===== src/sv/mtss_pkg.sv =====
// Shared types and constants for the multi-tone sinusoid synthesizer.
`timescale 1ns / 1ps

package mtss_pkg;

  localparam int TONE_REGS        = 4;
  localparam int MAX_TONES_DEF    = 4;
  localparam int TABLE_BITS_DEF   = 10;

  localparam int CFG_IDX_W        = 3;
  localparam int CFG_DATA_W       = 64;
  localparam int COUNT_W          = 3;
  localparam int SAMPLE_W         = 18;
  localparam int SAMPLE_MAX       = 131071;
  localparam int SAMPLE_MIN       = -131072;

  // register indexes
  localparam logic [CFG_IDX_W-1:0] REG_TONE_COUNT = 3'd0;
  localparam logic [CFG_IDX_W-1:0] REG_TONE_FIRST = 3'd1;

  localparam logic [COUNT_W-1:0] TONE_COUNT_RST = 3'd1;

  typedef struct packed {
    logic [15:0]        offset;
    logic [31:0]        inc;
    logic signed [15:0] amp;
  } tone_t;

  // control that travels down the cell chain alongside the partial sum
  typedef struct packed {
    logic valid;
    logic restart;
  } link_t;

endpackage


===== src/sv/mtss_out.sv =====
// Output stage: truncation toward zero, saturation and the result register.
`timescale 1ns / 1ps

module mtss_out #(
  parameter int SUM_W = 34
) (
  input  logic                    clk_i,
  input  logic                    rst_ni,
  input  mtss_pkg::link_t         link_i,
  input  logic signed [SUM_W-1:0] sum_i,
  input  logic                    ready_i,
  output logic                    adv_o,
  output logic                    valid_o,
  output logic signed [17:0]      sample_o
);
  import mtss_pkg::*;

  localparam int Q_W = SUM_W - 15;
  localparam logic signed [Q_W-1:0] Q_MAX = Q_W'(SAMPLE_MAX);
  localparam logic signed [Q_W-1:0] Q_MIN = Q_W'(SAMPLE_MIN);

  logic                    valid_q;
  logic signed [SAMPLE_W-1:0] sample_q, sample_d;
  logic signed [SUM_W-1:0] mag;
  logic signed [SUM_W-1:0] shifted;
  logic signed [Q_W-1:0]   q;

  assign mag     = sum_i[SUM_W-1] ? -sum_i : sum_i;
  assign shifted = mag >>> 15;

  always_comb begin
    q = sum_i[SUM_W-1] ? -Q_W'(shifted) : Q_W'(shifted);
    if (q > Q_MAX) begin
      sample_d = SAMPLE_W'(Q_MAX);
    end else if (q < Q_MIN) begin
      sample_d = SAMPLE_W'(Q_MIN);
    end else begin
      sample_d = SAMPLE_W'(q);
    end
  end

  assign adv_o = !valid_q || ready_i;

  always_ff @(posedge clk_i or negedge rst_ni) begin
    if (!rst_ni) begin
      valid_q <= 1'b0;
    end else if (adv_o) begin
      valid_q <= link_i.valid;
    end
  end

  always_ff @(posedge clk_i) begin
    if (adv_o) begin
      sample_q <= sample_d;
    end
  end

  assign valid_o  = valid_q;
  assign sample_o = sample_q;

  a_sign: assert property (@(posedge clk_i) disable iff (!rst_ni)
    adv_o && link_i.valid && !sum_i[SUM_W-1] |=> !sample_q[SAMPLE_W-1])
    else $error("non-negative sum gave a negative sample");

endmodule

===== config.mk =====
export PLATFORM = sky130hd
export DESIGN_NAME = mtss_out
export DESIGN_NICKNAME = d
export VERILOG_FILES = /design/src/sv/mtss_pkg.sv /design/src/sv/mtss_out.sv
export SDC_FILE = /design/constraint.sdc
export NUM_CORES = 1
export LEC_CHECK = 0
export BUFFER_PORTS_ARGS = -buffer_cell sky130_fd_sc_hd__buf_2
export CORE_MARGIN = 5
export CORE_UTILIZATION = 46
export DETAILED_ROUTE_END_ITERATION = 7
export GPL_TIMING_DRIVEN = 1
export PLACE_DENSITY = 0.77
export SLEW_MARGIN = 20
export SYNTH_ARGS = -nofsm -noshare
export SYNTH_HDL_FRONTEND = slang
export SYNTH_SLANG_ARGS = --single-unit
export TNS_END_PERCENT = 100

===== constraint.sdc =====
create_clock -name clk_i -period 1.1 [get_ports clk_i]
set_input_delay 0 -clock clk_i [delete_from_list [all_inputs] [get_ports clk_i]]
set_output_delay 0 -clock clk_i [all_outputs]
set_load 0.005 [all_outputs]

=== Yosys cells after proc, flatten, opt, wreduce, memory -nomap -nowiden ===
Cells that the tools add are included.

* Register bits: 19
* Input bits: 39
* Output and inout bits: 20
* Logic and storage cells: 11

* Add/subtract/negate cells: 2
* Order comparisons: 2
* Mux-type cells: 3
* Reductions and logical operators: 2

{| class="wikitable"
|+ Operators with widths
! cell !! number
|-
| two-way mux 34 bit || 1
|-
| negation 34 bit || 1
|-
| > comparator 19 x 18 -> 1 bit, second input constant || 1
|-
| less-than comparator 19 x 18 -> 1 bit, second input constant || 1
|-
| two-way mux 19 bit || 1
|-
| negation 19 bit || 1
|-
| two-way mux 18 bit || 1
|-
| zero test 1 bit || 1
|-
| logical OR 1 bit || 1
|}

=== Longest topological paths before layout ===
Gate-level depths: netlist of the first run.

* Word-level depth: 6
* Gate-level depth with buffers: 13
* Mapped depth without buffers: 12

=== Worst setup path after synthesis of the first run ===
Ideal clock, no wire load.

* Path type: input port to flip-flop
* From: in sum_i[18]
* To: reg sample_q[13] (netlist: sample_o[13]), data pin
* Library setup time: 261 ps
* Data arrival time: 3,053 ps
* Data required time: 839 ps
* Slack: -2,214 ps
* Stages on the path: 11
* Path buffers: 3
* Cells stage by stage: buf_2 > or4_4 > buf_6 > or4_4 > o21ai_2 > mux2i_1 > or4b_1 > buf_2 > o31a_1 > or2_4 > maj3_2

* Cells in the longest elaborated chain, start to end: 6
* Elaborated cells on any way between the ends: 7
* Those cells by class: add/sub: 2; order compare: 2; mux: 3

{| class="wikitable"
|+ RTL lines
! what !! RTL line !! source
|-
| start: declaration || mtss_out.sv:10 || <nowiki>input logic signed [SUM_W-1:0] sum_i,</nowiki>
|-
| negation 34 bit || mtss_out.sv:28 || <nowiki>assign mag = sum_i[SUM_W-1] ? -sum_i : sum_i;</nowiki>
|-
| two-way mux 34 bit * || mtss_out.sv:28 ||
|-
| negation 19 bit || mtss_out.sv:32 || <nowiki>q = sum_i[SUM_W-1] ? -Q_W'(shifted) : Q_W'(shifted);</nowiki>
|-
| two-way mux 19 bit * || mtss_out.sv:32 ||
|-
| less-than comparator 19 x 18 -> 1 bit || mtss_out.sv:35 || <nowiki>end else if (q < Q_MIN) begin</nowiki>
|-
| two-way mux 18 bit || mtss_out.sv:35 ||
|-
| end signal: assignment || mtss_out.sv:54 || <nowiki>sample_q <= sample_d;</nowiki>
|-
| end: declaration || mtss_out.sv:23 || <nowiki>logic signed [SAMPLE_W-1:0] sample_q, sample_d;</nowiki>
|}

Mark *: on every way between the ends. The rest lies on a longest branch, timed or not.
A chain may end at the register's enable or synchronous reset.

=== Worst setup path in the final report of the first run ===
* From: in sum_i[20]
* To: reg sample_q[13] (netlist: sample_o[13]), data pin

Same word-level chain as after synthesis.

==> results.txt, run 1 <==
----------------------------------------------------
[STA]
  Clock period minus final worst setup slack ... 2.89 ns
  Achievable frequency ... 347 MHz
  Final Max Slew Viols ... 0
  Hold WS ... 0.0346 ns
  RSZ-0062 raised after global routing ... yes
  Largest clock skew in the final design ... 0.00260 ns
  Number of endpoints with negative hold slack in the final report ... 0
  Final setup viols ... 18
  Post-route fraction of the period consumed by the critical path ... 262%
  Slew margin rel. ... 65.4%
  Fin worst setup slack ... -1.79 ns
  Worst Max-Slew Pin Slew ... 0.516 ns

[Outcome]
  Violated checks ... setup timing
  Run status ... finished, violations left

[Clock tree]
  TritonCTS buffer count ... 3
  CTS clock-pin slew for the worst setup and hold paths ... 0.07 ns
  Number of clock sinks ... 19
  H-Tree Level Count ... 1
  TritonCTS clock tree ... done
  Maximum root-to-sink buffer count ... 2
  Clk root buf ... sky130_fd_sc_hd__clkbuf_8
  Clock latency on the worst-skew pair ... 0.26 ns

[Global routing]
  Antenna violations before repair ... 0
  GRT Total Usage ... 21.3%
  Wire length of the first global-routing pass ... 8.74 mm
  Maximum number of pins on one net before global-route repair ... 21
  Vias in the first global route ... 1957
  Total congestion overflow ... 0

[Yosys]
  Dominant synthesized flop cell ... sky130_fd_sc_hd__edfxtp_1
  Number of unique standard cell types used by synthesis ... 53
  Synthesized area per cell ... 8.87 µm²
  Flip-flop and latch count after synthesis ... 19
  Async SR Flop Fraction ... 5.26%
  EDFF count, synth ... 18
  Yosys warns ... 0
  Post-Syn Instances ... 196
  Mapped Area ... 0.00174 mm²
  Post-synthesis net count ... 236
  Portion of the post-synthesis area used by sequential elements ... 32.5%

[Power]
  Power per cell area ... 733 mW/mm²
  Sw Share ... 27.5%
  Static power due to leakage ... 1.17 nW
  Worst supply voltage drop on vdd ... 0.511 mV
  Power share of the sequential group ... 43.5%
  Net Sw Power ... 562 µW
  Overall power of the completed layout ... 2.05 mW
  Internal power summed over all cells ... 1.48 mW
  Combinational cell fraction of total power ... 33.1%
  Portion of total power attributed to the clock network ... 23.4%

[Cells and area]
  Total non-filler cell area in the finished layout ... 0.00279 mm²
  Relative area change from synthesis to final layout ... 60.7%
  Final net count ... 362
  Fill count ... 255
  Sequential cell area ... 566 µm²
  Most frequent standard cell in the layout excluding fill and tap cells ... sky130_fd_sc_hd__buf_4
  Fraction of final layout cells sized beyond drive strength 1 ... 51.1%
  Multi-input gate area in the final layout ... 0.00121 mm²
  Most frequent cells in the layout ... sky130_fd_sc_hd__buf_4, sky130_fd_sc_hd__buf_2, sky130_fd_sc_hd__edfxtp_1
  Core Util, Final ... 76.3%
  Final instance count without filler cells ... 369
  # diodes ... 0

[Worst hold path]
  Class of the tightest hold or removal check ... input port to async pin

[Placed design]
  Post-detail-place hpwl ... 4.12 mm
  Global placement routability congestion ... 0.894
  Placed instance count ... 352
  Quantity of I/O buffers inserted on ports ... 57
  Post-Place Cell Area ... 0.00251 mm²

[Worst setup path]
  Required time worst endpoint ... 1.11 ns
  Critical path class ... input port to flop
  Kind of start point of the critical path ... input port
  Number of cells on the worst reg-to-reg path ... 2
  Kind of end point of the critical path ... flop
  Critical Path AT ... 2.90 ns
  Crit-path max FO ... 5

[Floorplan]
  Boundary pin count ... 59
  Starting Density ... 47.5%
  Area of the placeable core ... 0.00366 mm²
  Die height ... 71.5 µm
  Die width ... 71.5 µm
  Std-Cell Rows ... 22
  Area enclosed by the die boundary ... 0.00511 mm²

[Detailed routing]
  Vias ... 2063
  Routed Wire Length ... 5.47 mm
  DRC violation count after routing ... 0
  Average routed wire per standard cell ... 14.8 µm
  Number of detailed-routing iterations run before antenna repair ... 4
  Remaining antenna violation count ... 0
  Vias per std cell ... 5.59
  DRC violation total after the first TritonRoute iteration ... 168

[Job]
  Max-cap check violation count ... 0

----------------------------------------------------
## power by group through the flow
stage / Clock (mW) / Sequential, mW / Combinational, mW
floorplan: 0 / 0.920 / 0.255
global placement: 0 / 0.904 / 0.588
detailed placement: 0 / 0.907 / 0.606
CTS: 0.477 / 0.891 / 0.639
global route: 0.506 / 0.898 / 0.740
finish: 0.479 / 0.890 / 0.678
## worst paths after layout
check | from | to | slack (ns)
max in group asynchronous | rst_ni | valid_o$_DFFE_PN0P_ | 0.98
setup reg to reg | valid_o$_DFFE_PN0P_ | sample_o[16]$_SDFFCE_PN1P_ | 0.16
setup / recovery | sum_i[20] | sample_o[13]$_SDFFCE_PN1P_ | -1.79
min in group clk_i | sum_i[27] | sample_o[12]$_SDFFCE_PN1P_ | 0.22
hold / removal | rst_ni | valid_o$_DFFE_PN0P_ | 0.03
hold reg to reg | valid_o$_DFFE_PN0P_ | valid_o$_DFFE_PN0P_ | 0.73
## state kept, by name, summed over array words and instances (netlist names)
signal	flops
sample_o	18
valid_o	1
## timing repair
action	in CTS	in global routing
endpoints found under the hold margin	2	0
setup buffers	7	3
setup endpoints to repair	18	18
pin swaps	8	11
hold buffers	2	0
cloned	0	1
gates resized for setup	13	22
## layout make-up
type,count,area share [%]
clock inverter,1,0.179
inverter,3,0.403
multi-input combinational,162,43.4
sequential,19,20.3
clock buffer,3,1.48
timing repair buffer,133,32.1
tap,48,2.15
## cells in the mapped netlist (2+ instances only)
| library cell | number | share of area (%) |
|---|---|---|
| sky130_fd_sc_hd__a211oi_1 | 2 | 0.86 |
| sky130_fd_sc_hd__a21oi_1 | 6 | 1.7 |
| sky130_fd_sc_hd__and2_1 | 5 | 1.8 |
| sky130_fd_sc_hd__and3_1 | 2 | 0.72 |
| sky130_fd_sc_hd__and4_1 | 3 | 1.5 |
| sky130_fd_sc_hd__buf_2 | 4 | 1.2 |
| sky130_fd_sc_hd__buf_6 | 2 | 1.3 |
| sky130_fd_sc_hd__clkbuf_1 | 6 | 1.3 |
| sky130_fd_sc_hd__edfxtp_1 | 18 | 31 |
| sky130_fd_sc_hd__inv_1 | 2 | 0.43 |
| sky130_fd_sc_hd__maj3_2 | 4 | 2.6 |
| sky130_fd_sc_hd__mux2i_1 | 3 | 1.7 |
| sky130_fd_sc_hd__nand2_1 | 15 | 3.2 |
| sky130_fd_sc_hd__nand2b_1 | 3 | 1.1 |
| sky130_fd_sc_hd__nand3_1 | 4 | 1.2 |
| sky130_fd_sc_hd__nand4_1 | 3 | 1.1 |
| sky130_fd_sc_hd__nor2_1 | 17 | 3.7 |
| sky130_fd_sc_hd__nor3_1 | 11 | 3.2 |
| sky130_fd_sc_hd__nor4_1 | 6 | 2.2 |
| sky130_fd_sc_hd__o2111ai_1 | 2 | 1.0 |
| sky130_fd_sc_hd__o211a_1 | 2 | 1.2 |
| sky130_fd_sc_hd__o211ai_1 | 5 | 2.2 |
| sky130_fd_sc_hd__o21ai_0 | 15 | 4.3 |
| sky130_fd_sc_hd__o31ai_1 | 5 | 2.2 |
| sky130_fd_sc_hd__or3_1 | 5 | 1.8 |
| sky130_fd_sc_hd__or4_1 | 4 | 1.7 |
| sky130_fd_sc_hd__or4_4 | 2 | 1.3 |
| sky130_fd_sc_hd__xnor2_1 | 9 | 4.5 |
| sky130_fd_sc_hd__xor2_1 | 7 | 3.5 |
## cell families after synthesis
kind of cell / synth area share (%)
AND/OR/NAND/NOR: 28.2
flip-flops: 32.5
XOR/XNOR: 9.36
adder cells (fa/ha/maj): 3.31
multiplexers: 2.38
buffers and inverters: 4.39
AO/OA/AOI/OAI: 19.9
## stage by stage
step	TNS [ns]	setup WS, ns
floorplan	-36.36	-2.10
global route	-33.97	-1.94
detailed placement	-36.88	-2.13
finish	-30.88	-1.79
CTS	-30.63	-1.76
global placement	-35.65	-2.05
## worst max-delay path, stage by stage
cell and delay [ns]:
sky130_fd_sc_hd__buf_6 0.09, sky130_fd_sc_hd__or4_4 0.55, sky130_fd_sc_hd__buf_6 0.15, sky130_fd_sc_hd__nor4_4 0.34, sky130_fd_sc_hd__a41oi_2 0.17, sky130_fd_sc_hd__xnor2_1 0.21
sky130_fd_sc_hd__or4b_4 0.49, sky130_fd_sc_hd__o31a_1 0.32, sky130_fd_sc_hd__or2_4 0.28, sky130_fd_sc_hd__maj3_2 0.29
## routing by layer
metal	global-route usage [%]	vias up	wire (µm)
li1	-	1012	-
met2	37.8	89	2680
met3	3.23	15	421
met1	24.7	947	2230
met5	0	-	0
met4	10.4	0	147
Power figures use the tool's default switching activity.
==> run 2, diff against run 1 <==
--- a/config.mk
+++ b/config.mk
@@ -11,6 +11,7 @@
 export DETAILED_ROUTE_END_ITERATION = 7
 export GPL_TIMING_DRIVEN = 1
 export PLACE_DENSITY = 0.77
+export RECOVER_POWER = 50
 export SLEW_MARGIN = 20
 export SYNTH_ARGS = -nofsm -noshare
 export SYNTH_HDL_FRONTEND = slang
==> results.txt, run 2 (same netlist as run 1, synthesis figures left out) <==
----------------------------------------------------
[Detailed routing]
  DRC violation total after the first TritonRoute iteration ... 168 (unchanged)
  DRC violation count after routing ... 0 (unchanged)
  Vias ... 2066 (+0.15%)
  Vias per std cell ... 5.60 (+0.15%)
  Number of detailed-routing iterations run before antenna repair ... 4 (unchanged)
  Remaining antenna violation count ... 0 (unchanged)
  Average routed wire per standard cell ... 14.8 µm (about the same)
  Routed Wire Length ... 5.47 mm (about the same)

[STA]
  Clock period minus final worst setup slack ... 2.89 ns (+0.00200 ns)
  Hold WS ... 0.0345 ns (-0.000105 ns)
  Post-route fraction of the period consumed by the critical path ... 262% (about the same)
  RSZ-0062 raised after global routing ... yes
  Final Max Slew Viols ... 0 (unchanged)
  Post-route setup TNS ... -30.85 ns (+0.0300 ns)
  Number of endpoints with negative hold slack in the final report ... 0 (unchanged)
  Worst Max-Slew Pin Slew ... 0.509 ns (-0.00765 ns)
  Fin worst setup slack ... -1.79 ns (-0.00200 ns)
  Slew margin rel. ... 65.9% (+0.51 points)
  Largest clock skew in the final design ... 0.00259 ns (-0.0000117 ns)
  Achievable frequency ... 346 MHz (about the same)
  Final setup viols ... 18 (unchanged)

[Floorplan]
  Die height ... 71.5 µm (unchanged)
  Area of the placeable core ... 0.00366 mm² (unchanged)
  Area enclosed by the die boundary ... 0.00511 mm² (unchanged)
  Die width ... 71.5 µm (unchanged)
  Std-Cell Rows ... 22 (unchanged)
  Boundary pin count ... 59 (unchanged)
  Starting Density ... 47.5% (unchanged)

[Power]
  Internal power summed over all cells ... 1.48 mW (-0.31%)
  Power per cell area ... 733 mW/mm² (about the same)
  Static power due to leakage ... 1.15 nW (-1.2%)
  Sw Share ... 27.6% (+0.10 points)
  Worst supply voltage drop on vdd ... 0.511 mV (about the same)
  Combinational cell fraction of total power ... 33.0% (about the same)
  Overall power of the completed layout ... 2.04 mW (-0.17%)
  Portion of total power attributed to the clock network ... 23.4% (about the same)
  Power share of the sequential group ... 43.6% (about the same)
  Net Sw Power ... 563 µW (+0.21%)

[Cells and area]
  Sequential cell area ... 566 µm² (unchanged)
  Core Util, Final ... 76.1% (-0.17 points)
  Multi-input gate area in the final layout ... 0.00121 mm² (unchanged)
  # diodes ... 0 (unchanged)
  Relative area change from synthesis to final layout ... 60.3%
  Fill count ... 259 (+1.6%)
  Final net count ... 362 (unchanged)
  Final instance count without filler cells ... 369 (unchanged)
  Most frequent cells in the layout ... sky130_fd_sc_hd__buf_4, sky130_fd_sc_hd__buf_2, sky130_fd_sc_hd__edfxtp_1
  Number of flip-flops in the largest register ... 18 (unchanged)
  Most frequent standard cell in the layout excluding fill and tap cells ... sky130_fd_sc_hd__buf_4
  Fraction of final layout cells sized beyond drive strength 1 ... 49.5% (-1.6 points)

[Worst setup path]
  Longest individual stage delay on the worst path ... 0.55 ns (about the same)
  Worst setup slack for register-to-register paths ... 0.16 ns (about the same)
  Critical path's slowest cell ... sky130_fd_sc_hd__or4_4
  Critical Path AT ... 2.90 ns (about the same)
  Cell seen most often among critical-path stages ... sky130_fd_sc_hd__buf_6
  Kind of cell adding the most delay to the critical path ... simple AND/OR/NAND/NOR gates
  Cell Chain, Critical Path ... buf_6, or4_4, buf_6, nor4_4, a41oi_2, xnor2_1, or4b_4, o31a_1, or2_4, maj3_2
  Kind of end point of the critical path ... flop
  Critical path class ... input port to flop
  Crit-path max FO ... 5 (unchanged)
  Required time worst endpoint ... 1.11 ns (about the same)
  Kind of start point of the critical path ... input port
  Combined buffer and inverter count along the critical path ... 2 (unchanged)

[Clock tree]
  H-Tree Level Count ... 1 (unchanged)
  CTS clock-pin slew for the worst setup and hold paths ... 0.07 ns (about the same)
  Maximum root-to-sink buffer count ... 2 (unchanged)
  Clock latency on the worst-skew pair ... 0.26 ns (about the same)
  TritonCTS buffer count ... 3 (unchanged)
  TritonCTS clock tree ... done
  Number of clock sinks ... 19 (unchanged)
  Clk root buf ... sky130_fd_sc_hd__clkbuf_8

[Job]
  Max-cap check violation count ... 0 (unchanged)

[Placed design]
  Post-detail-place hpwl ... 4.12 mm (unchanged)
  Placed instance count ... 352 (unchanged)
  Quantity of I/O buffers inserted on ports ... 57 (unchanged)
  Global placement routability congestion ... 0.894 (unchanged)

[Global routing]
  Vias in the first global route ... 1957 (unchanged)
  Total congestion overflow ... 0 (unchanged)
  Antenna violations before repair ... 0 (unchanged)
  Wire length of the first global-routing pass ... 8.74 mm (unchanged)
  GRT Total Usage ... 21.3% (unchanged)
  Maximum number of pins on one net before global-route repair ... 21 (unchanged)

[Outcome]
  Run status ... finished, violations left
  Violated checks ... setup timing

[Worst hold path]
  Class of the tightest hold or removal check ... input port to async pin

----------------------------------------------------
run 2: changes by cell type in the layout (fill, tap and decap cells not counted), sizes merged:
| cell | before | now |
|---|---|---|
| buf | 131 | 126 |
| clkbuf | 3 | 8 |
run 2: per-stage QoR:
stage	area, µm²	setup WS (ns)
4_1_cts	2700	-1.76
3_5_place_dp	2510	-2.13
5_1_grt	2790	-1.94
3_3_place_gp	2510	-2.05
2_1_floorplan	1770	-2.10
6_report	2790	-1.79
run 2: cell type report:
| cell class | count | share of cell area [%] |
|---|---|---|
| clock buffer | 3 | 1.48 |
| clock inverter | 1 | 0.180 |
| inverter | 3 | 0.404 |
| multi-input combinational | 162 | 43.5 |
| sequential | 19 | 20.3 |
| tap | 48 | 2.16 |
| timing repair buffer | 133 | 32.0 |
run 2: worst reg2reg max path: cells and delay by family (launching register included):
family | cells | cell delay, ns
DFF | 1 | 0.39
and+or+nand+nor | 1 | 0.10
buffers and inverters | 1 | 0.16
run 2: worst paths after layout:
kind,from,to,depth (start not counted)
max in group asynchronous,rst_ni,valid_o$_DFFE_PN0P_,2
min in group clk_i,sum_i[27],sample_o[12]$_SDFFCE_PN1P_,4
min,rst_ni,valid_o$_DFFE_PN0P_,2
max,sum_i[20],sample_o[13]$_SDFFCE_PN1P_,10
max reg2reg,valid_o$_DFFE_PN0P_,sample_o[16]$_SDFFCE_PN1P_,2
min reg2reg,valid_o$_DFFE_PN0P_,valid_o$_DFFE_PN0P_,3
run 2: power groups by stage:
stage          clock network, mW  logic, mW  registers (mW)
3_5_place_dp                   0      0.606           0.907
3_3_place_gp                   0      0.588           0.904
5_1_grt                    0.506      0.735           0.899
2_1_floorplan                  0      0.255           0.920
6_report                   0.479      0.674           0.890
4_1_cts                    0.477      0.639           0.891
run 2: timing repair:
item,4_1_cts,5_1_grt
buffers inserted,7,3
hold endpoints to repair,2,0
hold buffers,2,0
pin swaps,8,11
setup endpoints to repair,18,18
gates resized for setup,13,22
cloned,0,1
run 2: per-layer routing:
layer  share of wire (%)  vias to the layer above  global-route usage [%]
met4                 2.6                        0                    10.4
li1                    -                     1011                       -
met1                  41                      950                    24.7
met2                  49                       92                    37.8
met5                   0                        -                       0
met3                 7.8                       13                    3.23
